--- src/rtl/ptn_pkg.sv ---
package ptn_pkg;

  // Result queue geometry.
  localparam int ResDepth = 4;
  localparam int PtrW     = $clog2(ResDepth);
  localparam int CntW     = $clog2(ResDepth) + 1;

  // ASCII characters that the block produces or tests for.
  localparam logic [6:0] ChApos   = 7'h27;
  localparam logic [6:0] ChA      = 7'h61;
  localparam logic [6:0] ChE      = 7'h65;
  localparam logic [6:0] ChI      = 7'h69;
  localparam logic [6:0] ChM      = 7'h6D;
  localparam logic [6:0] ChN      = 7'h6E;
  localparam logic [6:0] ChO      = 7'h6F;
  localparam logic [6:0] ChU      = 7'h75;
  localparam logic [6:0] ChV      = 7'h76;
  localparam logic [6:0] ChNone   = 7'h00;
  localparam logic [7:0] BytApos  = 8'h27;
  localparam logic [7:0] BytHyph  = 8'h2D;
  localparam logic [7:0] BytSpace = 8'h20;
  localparam logic [7:0] BytHt    = 8'h09;
  localparam logic [7:0] BytCr    = 8'h0D;
  localparam logic [7:0] BytUpA   = 8'h41;
  localparam logic [7:0] BytUpZ   = 8'h5A;
  localparam logic [7:0] BytLoA   = 8'h61;
  localparam logic [7:0] BytLoZ   = 8'h7A;

  // One result item.
  typedef struct packed {
    logic [6:0] chr;
    logic       chr_valid;
    logic       term_end;
    logic       run_last;
  } res_t;

  // Results caused by one accepted byte: up to two, first in res_a.
  typedef struct packed {
    logic [1:0] cnt;
    res_t       res_a;
    res_t       res_b;
  } push_t;

  // Plain letter for a tone-marked code point, or ChNone when it is not in the table.
  function automatic logic [6:0] marked_plain(input logic [15:0] cp);
    logic [6:0] c;
    case (cp)
      16'h0101, 16'h00E1, 16'h01CE, 16'h00E0: c = ChA;
      16'h0113, 16'h00E9, 16'h011B, 16'h00E8: c = ChE;
      16'h012B, 16'h00ED, 16'h01D0, 16'h00EC: c = ChI;
      16'h014D, 16'h00F3, 16'h01D2, 16'h00F2: c = ChO;
      16'h016B, 16'h00FA, 16'h01D4, 16'h00F9: c = ChU;
      16'h01D6, 16'h01D8, 16'h01DA, 16'h01DC, 16'h00FC: c = ChV;
      16'h0144, 16'h0148, 16'h01F9: c = ChN;
      16'h1E3F: c = ChM;
      default: c = ChNone;
    endcase
    return c;
  endfunction

endpackage

--- src/rtl/ptn_decode.sv ---
module ptn_decode import ptn_pkg::*; (
  input  logic       clk,
  input  logic       rst_n,
  input  logic       accept,
  input  logic [7:0] in_byte,
  input  logic       in_term_last,
  output push_t      push
);

  logic       sep_pending_r, sep_pending_nxt;
  logic       emitted_any_r, emitted_any_nxt;
  logic [7:0] held0_r, held0_nxt;
  logic [7:0] held1_r, held1_nxt;
  logic [1:0] need_r, need_nxt;

  logic       cont;
  logic [15:0] cp;
  logic [6:0] letter;
  logic       apos;

  assign cont = (in_byte[7:6] == 2'b10);

  always_comb begin
    if (held0_r[7:5] == 3'b110) begin
      cp = {5'b0, held0_r[4:0], in_byte[5:0]};
    end else if (held0_r[7:4] == 4'hE) begin
      cp = {held0_r[3:0], held1_r[5:0], in_byte[5:0]};
    end else begin
      cp = 16'h0000;
    end
  end

  always_comb begin
    sep_pending_nxt = sep_pending_r;
    emitted_any_nxt = emitted_any_r;
    held0_nxt       = held0_r;
    held1_nxt       = held1_r;
    need_nxt        = need_r;
    letter          = ChNone;
    if (need_r != 2'd0 && cont) begin
      if (need_r == 2'd2 && held0_r[7:4] == 4'hE) begin
        held1_nxt = in_byte;
      end
      need_nxt = need_r - 2'd1;
      if (need_r == 2'd1) begin
        // A four-byte lead decodes to no code point, so it falls out as unknown.
        letter    = (cp == 16'h0000) ? ChNone : marked_plain(cp);
        held0_nxt = 8'h00;
        held1_nxt = 8'h00;
      end
    end else begin
      if (need_r != 2'd0) begin
        held0_nxt = 8'h00;
        held1_nxt = 8'h00;
        need_nxt  = 2'd0;
      end
      if (in_byte >= BytUpA && in_byte <= BytUpZ) begin
        letter = in_byte[6:0] | 7'h20;
      end else if (in_byte >= BytLoA && in_byte <= BytLoZ) begin
        letter = in_byte[6:0];
      end else if (in_byte == BytApos || in_byte == BytHyph || in_byte == BytSpace ||
                   (in_byte >= BytHt && in_byte <= BytCr)) begin
        sep_pending_nxt = 1'b1;
      end else if (in_byte[7:5] == 3'b110) begin
        held0_nxt = in_byte;
        need_nxt  = 2'd1;
      end else if (in_byte[7:4] == 4'hE) begin
        held0_nxt = in_byte;
        need_nxt  = 2'd2;
      end else if (in_byte[7:3] == 5'b11110) begin
        held0_nxt = in_byte;
        need_nxt  = 2'd3;
      end
    end

    apos = 1'b0;
    if (letter != ChNone) begin
      apos            = sep_pending_r && emitted_any_r;
      sep_pending_nxt = 1'b0;
      emitted_any_nxt = 1'b1;
    end

    if (letter == ChNone) begin
      // Only a final byte with no characters yields a bare end mark.
      push.cnt   = in_term_last ? 2'd1 : 2'd0;
      push.res_a = '{chr: ChNone, chr_valid: 1'b0, term_end: 1'b1, run_last: 1'b1};
    end else if (apos) begin
      push.cnt   = 2'd2;
      push.res_a = '{chr: ChApos, chr_valid: 1'b1, term_end: 1'b0, run_last: 1'b0};
    end else begin
      push.cnt   = 2'd1;
      push.res_a = '{chr: letter, chr_valid: 1'b1, term_end: in_term_last, run_last: 1'b1};
    end
    push.res_b = '{chr: letter, chr_valid: 1'b1, term_end: in_term_last, run_last: 1'b1};

    if (in_term_last) begin
      sep_pending_nxt = 1'b0;
      emitted_any_nxt = 1'b0;
      held0_nxt       = 8'h00;
      held1_nxt       = 8'h00;
      need_nxt        = 2'd0;
    end
  end

  always_ff @(posedge clk) begin
    if (!rst_n) begin
      sep_pending_r <= 1'b0;
      emitted_any_r <= 1'b0;
      held0_r       <= 8'h00;
      held1_r       <= 8'h00;
      need_r        <= 2'd0;
    end else if (accept) begin
      sep_pending_r <= sep_pending_nxt;
      emitted_any_r <= emitted_any_nxt;
      held0_r       <= held0_nxt;
      held1_r       <= held1_nxt;
      need_r        <= need_nxt;
    end
  end

endmodule

--- src/rtl/ptn_result_fifo.sv ---
module ptn_result_fifo import ptn_pkg::*; (
  input  logic  clk,
  input  logic  rst_n,
  input  logic  push_en,
  input  push_t push,
  output logic  full2,
  output logic  out_valid,
  input  logic  out_stall,
  output res_t  out_res
);

  res_t            mem_r [ResDepth];
  logic [PtrW-1:0] wr_r, wr_nxt;
  logic [PtrW-1:0] rd_r, rd_nxt;
  logic [CntW-1:0] cnt_r, cnt_nxt;
  logic [1:0]      n_push;
  logic            pop;

  assign out_valid = (cnt_r != '0);
  assign out_res   = mem_r[rd_r];
  assign pop       = out_valid && !out_stall;
  assign n_push    = push_en ? push.cnt : 2'd0;
  // Accept only while two free slots remain, so a two-result byte always fits.
  assign full2     = (cnt_r > CntW'(ResDepth - 2));

  always_comb begin
    wr_nxt  = wr_r + PtrW'(n_push);
    rd_nxt  = rd_r + PtrW'(pop);
    cnt_nxt = cnt_r + CntW'(n_push) - CntW'(pop);
  end

  always_ff @(posedge clk) begin
    if (!rst_n) begin
      wr_r  <= '0;
      rd_r  <= '0;
      cnt_r <= '0;
    end else begin
      wr_r  <= wr_nxt;
      rd_r  <= rd_nxt;
      cnt_r <= cnt_nxt;
    end
  end

  always_ff @(posedge clk) begin
    if (n_push != 2'd0) begin
      mem_r[wr_r] <= push.res_a;
    end
    if (n_push == 2'd2) begin
      mem_r[wr_r + PtrW'(1)] <= push.res_b;
    end
  end

  a_cnt_bound: assert property (@(posedge clk) disable iff (!rst_n)
    cnt_r <= CntW'(ResDepth))
    else $error("result queue count exceeds depth");

  a_no_overflow: assert property (@(posedge clk) disable iff (!rst_n)
    push_en |-> !full2)
    else $error("push into result queue without room for two");

  a_end_is_last: assert property (@(posedge clk) disable iff (!rst_n)
    (out_valid && out_res.term_end) |-> out_res.run_last)
    else $error("term end result is not the last of its byte");

  a_pair_order: assert property (@(posedge clk) disable iff (!rst_n)
    (push_en && push.cnt == 2'd2) |=> (mem_r[$past(wr_r)].chr == ChApos &&
                                       !mem_r[$past(wr_r)].run_last))
    else $error("two-result byte did not queue separator first");

endmodule

--- src/rtl/pinyin_text_normalizer_top.sv ---
// The results of each accepted byte are written into the result queue and read out from there.
// Throughput: one byte per cycle; a byte that yields a separator and a letter
// puts two results into the queue, and the input stalls only when the four-entry
// result queue has fewer than two free slots.
// Reset: synchronous, active low; clears the term state and empties the queue.
module pinyin_text_normalizer_top import ptn_pkg::*; (
  input  logic       clk,
  input  logic       rst_n,
  input  logic       in_valid,
  output logic       in_stall,
  input  logic [7:0] in_byte,
  input  logic       in_term_last,
  output logic       out_valid,
  input  logic       out_stall,
  output logic [6:0] out_char,
  output logic       out_char_valid,
  output logic       out_term_end,
  output logic       out_run_last
);

  // The decoder holds the per-term state (pending separator, whether a letter
  // has gone out, and any partly received multibyte sequence). It turns each
  // accepted request into zero, one or two results in the same cycle.
  logic  accept;
  logic  full2;
  push_t push;
  res_t  out_res;

  assign accept   = in_valid && !in_stall;
  assign in_stall = full2;

  ptn_decode u_decode (
    .clk          (clk),
    .rst_n        (rst_n),
    .accept       (accept),
    .in_byte      (in_byte),
    .in_term_last (in_term_last),
    .push         (push)
  );

  // The result queue separates the two sides, so new requests keep flowing while
  // earlier results wait for the consumer, as long as two slots are free.
  ptn_result_fifo u_fifo (
    .clk       (clk),
    .rst_n     (rst_n),
    .push_en   (accept),
    .push      (push),
    .full2     (full2),
    .out_valid (out_valid),
    .out_stall (out_stall),
    .out_res   (out_res)
  );

  assign out_char       = out_res.chr;
  assign out_char_valid = out_res.chr_valid;
  assign out_term_end   = out_res.term_end;
  assign out_run_last   = out_res.run_last;

endmodule

--- config.mk ---
export PLATFORM = sky130hd
export DESIGN_NAME = pinyin_text_normalizer_top
export DESIGN_NICKNAME = d
export VERILOG_FILES = /design/src/rtl/ptn_pkg.sv /design/src/rtl/ptn_decode.sv /design/src/rtl/ptn_result_fifo.sv /design/src/rtl/pinyin_text_normalizer_top.sv
export SDC_FILE = /design/constraint.sdc
export NUM_CORES = 1
export LEC_CHECK = 0
export BUFFER_PORTS_ARGS = -buffer_cell sky130_fd_sc_hd__buf_4
export CAP_MARGIN = 30
export CORE_UTILIZATION = 45
export DETAILED_ROUTE_END_ITERATION = 10
export GPL_ROUTABILITY_DRIVEN = 0
export GPL_TIMING_DRIVEN = 1
export PLACE_DENSITY = 0.61
export SETUP_SLACK_MARGIN = 0.02
export SLEW_MARGIN = 20
export SYNTH_ARGS = -nofsm -noshare
export SYNTH_HDL_FRONTEND = slang
export SYNTH_SLANG_ARGS = --single-unit
--- constraint.sdc ---
create_clock -name clk -period 3.5 [get_ports clk]
set_input_delay 0.175 -clock clk [delete_from_list [all_inputs] [get_ports clk]]
set_output_delay 0.175 -clock clk [all_outputs]
set_load 0.02 [all_outputs]
==> flow_metrics.env <==
export IMPL_clockBufferDepth=2
export IMPL_outcome="finished, violations left"
export IMPL_dr_total_vias=3887
export IMPL_crit_fanout=12
export IMPL_netlist_instances=461
export IMPL_yosysSeqAreaShare=0.376
export IMPL_place_port_buffers=24
export IMPL_p_int_uw=1610
export IMPL_slew_violations=0
export IMPL_drc=0
export IMPL_start_util=0.467
export IMPL_wl_per_cell_um=18.5
export IMPL_grt_pass1_vias=3827
export IMPL_path_class="reg -> reg"
export IMPL_fin_ws_ns=-0.00291
export IMPL_diodes=0
export IMPL_ir_drop_mv=0.206
export IMPL_pwr_share_comb=0.294
export IMPL_holdCritPathClass="in -> reg"
export IMPL_multiInputGateArea_um2=2640
export IMPL_synth_ff_latch_count=65
export IMPL_clkTransAtPathRegs_ns=0.08
export IMPL_grt_util_all_layers=0.256
export IMPL_drtAntennaViolNets=0
export IMPL_fin_nets=543
export IMPL_cts_tree="done"
export IMPL_hpwl_um=8750
export IMPL_clk_latency_ns=0.35
export IMPL_grt_overflow_total=0
export IMPL_postLayoutCoreUtil=0.572
export IMPL_num_io_pins=25
export IMPL_ys_types=76
export IMPL_p_per_area_nw_per_um2=448
export IMPL_synth_area_per_cell_um2=9.35
export IMPL_grt_pass1_wl_um=19800
export IMPL_tightest_slew_ns=0.762
export IMPL_period_needed_ns=3.50
export IMPL_top_layer="met4"
export IMPL_fmax_ghz=0.285
export IMPL_placementRows=35
export IMPL_synthArstFlopShare=0
export IMPL_core_area_um2=9240
export IMPL_swShare=0.321
export IMPL_dr_pass1_iters=4
export IMPL_dieArea_um2=9980
export IMPL_p_leak_uw=0.00190
export IMPL_die_w_um=99.9
export IMPL_violations="setup timing"
export IMPL_synth_flop_cell="dfxtp_1"
export IMPL_p_clk_frac=0.314
export IMPL_drt_iter0_markers=238
export IMPL_required_ns=3.75
export IMPL_crit_path_start_kind="flop"
export IMPL_fillers=817
export IMPL_synth_edf_count=32
export IMPL_setup_viol=1
export IMPL_clock_sinks=65
export IMPL_wl_met1_um=5150
export IMPL_yosysWarningCount=0
export IMPL_worst_ep_arrival_time_ns=3.75
export IMPL_hold_viol=0
export IMPL_area_delta_synth_final_pct=22.6
export IMPL_syn_area_um2=4310
export IMPL_drive_above_1_share=0.283
export IMPL_max_slew_margin=0.491
export IMPL_worstSetupEndpointType="flop"
export IMPL_wl_met2_um=6080
export IMPL_grt_max_degree=26
export IMPL_clock_skew_ns=0.0130
export IMPL_finalSetupTns_ns=-0.00291
export IMPL_maxCapViolCount=0
export IMPL_seq_area_um2=1630
export IMPL_dieHeight_um=99.9
export IMPL_root_buffer="clkbuf_8"
export IMPL_wl_um=12100
export IMPL_syn_nets=483
export IMPL_vias_per_cell=5.93
export IMPL_wl_met3_um=558
export IMPL_cts_made_buffers=9
export IMPL_p_switching_uw=762
export IMPL_period_share=1.00
export IMPL_cts_htree_levels=3
export IMPL_rsz0062_at_grt="yes"
export IMPL_antenna_found_initial=0
export IMPL_p_seq_frac=0.392
worst paths after layout:
kind / from / endpoint / slack [ns] / cells past startpoint
setup / recovery: u_decode.held0_r[5] / u_fifo.cnt_r[2] / -0.003 / 18
hold / removal: rst_n / u_decode.emitted_any_r / 0.18 / 2
setup reg to reg: u_decode.held0_r[5] / u_fifo.cnt_r[2] / -0.003 / 18
hold reg to reg: u_fifo.mem_r[1][2] / u_fifo.mem_r[1][2] / 0.47 / 2
layer usage:
layer,GRT usage,vias to the layer above
met4,0.106,0
met2,0.451,139
li1,-,1863
met5,0,-
met1,0.312,1852
met3,0.0390,33
cells by family (layout without fill, tap and decap cells):
group	count (synthesis)	after routing	synth area share
compound gates	112	112	0.193
buf+inv	41	106	0.0424
fa+ha+maj	12	12	0.0348
xor+xnor	8	8	0.0163
mux	14	14	0.0636
flops	65	65	0.376
simple gates	209	209	0.274
cell type report:
cell class | count | area share
sequential | 65 | 0.308
clock buffer | 10 | 0.0260
tap | 129 | 0.0305
timing repair buffer | 75 | 0.107
clock inverter | 6 | 0.0173
inverter | 15 | 0.0107
multi-input combinational | 355 | 0.500
power by group through the flow:
stage / sequential [µW] / combinational (µW) / clock, µW
after floorplan: 900 / 492 / 0
after global routing: 942 / 766 / 784
after global placement: 947 / 679 / 0
after detailed placement: 949 / 684 / 0
after CTS: 932 / 699 / 758
final: 929 / 696 / 745
repair_timing:
action	4_1_cts	5_1_grt
hold buffers	0	0
buffers inserted	4	0
resized for setup	21	6
setup endpoints to repair	1	1
pin swaps	6	5
synthesized netlist by cell type, drive strengths merged (7+ instances only):
cell type | count | area share
a21boi | 9 | 0.016
a21oi | 28 | 0.033
a22oi | 13 | 0.026
and2 | 14 | 0.020
buf | 9 | 0.015
clkbuf | 17 | 0.015
dfxtp | 33 | 0.15
edfxtp | 32 | 0.22
ha | 8 | 0.023
inv | 15 | 0.013
mux4 | 10 | 0.052
nand2 | 45 | 0.039
nand2b | 7 | 0.010
nand3 | 14 | 0.016
nand4 | 7 | 0.012
nor2 | 35 | 0.032
nor2b | 15 | 0.022
nor3 | 25 | 0.029
nor4 | 16 | 0.034
o21ai | 21 | 0.025
cell usage in the layout, fill, tap and decap left out, types with 4 or more instances in the layout:
cell	count
dfxtp_1	31
nand2b_1	7
and2_1	13
o21ai_0	16
edfxtp_1	32
nand2_1	45
nor4_2	4
o211ai_1	5
nor2_1	31
buf_4	74
a21oi_1	26
nor4_1	9
a22oi_1	10
inv_1	14
a2111oi_4	4
nand3_1	14
a31oi_1	5
nor3_1	23
a21boi_0	8
o21ai_1	4
ha_1	7
xnor2_1	6
nor2b_1	15
clkbuf_8	10
nand4_1	6
mux4_2	10
nor2_2	4
metrics by stage:
step	area [µm²]	std cells	worst slack, ns	hold WS [ns]	total power [µW]
after floorplan	4330	461	0.0201	0.329	1390
after CTS	5260	655	0.0353	0.178	2390
after global placement	4890	635	-0.0400	0.451	1630
final	5290	655	-0.00291	0.183	2370
after detailed placement	4890	635	-0.121	0.450	1630
after global routing	5290	655	-0.140	0.195	2490
sequential cells by signal (all words and copies together), names as in the netlist:
name                    count
u_decode.need_r             2
u_decode.held1_r            6
u_decode.held0_r            8
u_decode.sep_pending_r      1
u_decode.emitted_any_r      1
u_fifo.wr_r                 2
u_fifo.mem_r               40
u_fifo.rd_r                 2
u_fifo.cnt_r                3
worst max-delay path, cell delays in order, from the launching register on:
cell and delay (ns):
dfxtp_4 0.39, buf_4 0.16, nor3_2 0.12, a21oi_2 0.04, buf_4 0.17, a2111oi_4 0.44, buf_4 0.18, a22oi_2 0.06
nand4b_2 0.16, buf_4 0.14, nor4_2 0.04, buf_4 0.14, nor4_4 0.32, ha_2 0.21, inv_1 0.05, fa_2 0.34
xor2_1 0.16, xnor2_1 0.12, and2_1 0.15
Power figures use the tool's default switching activity.
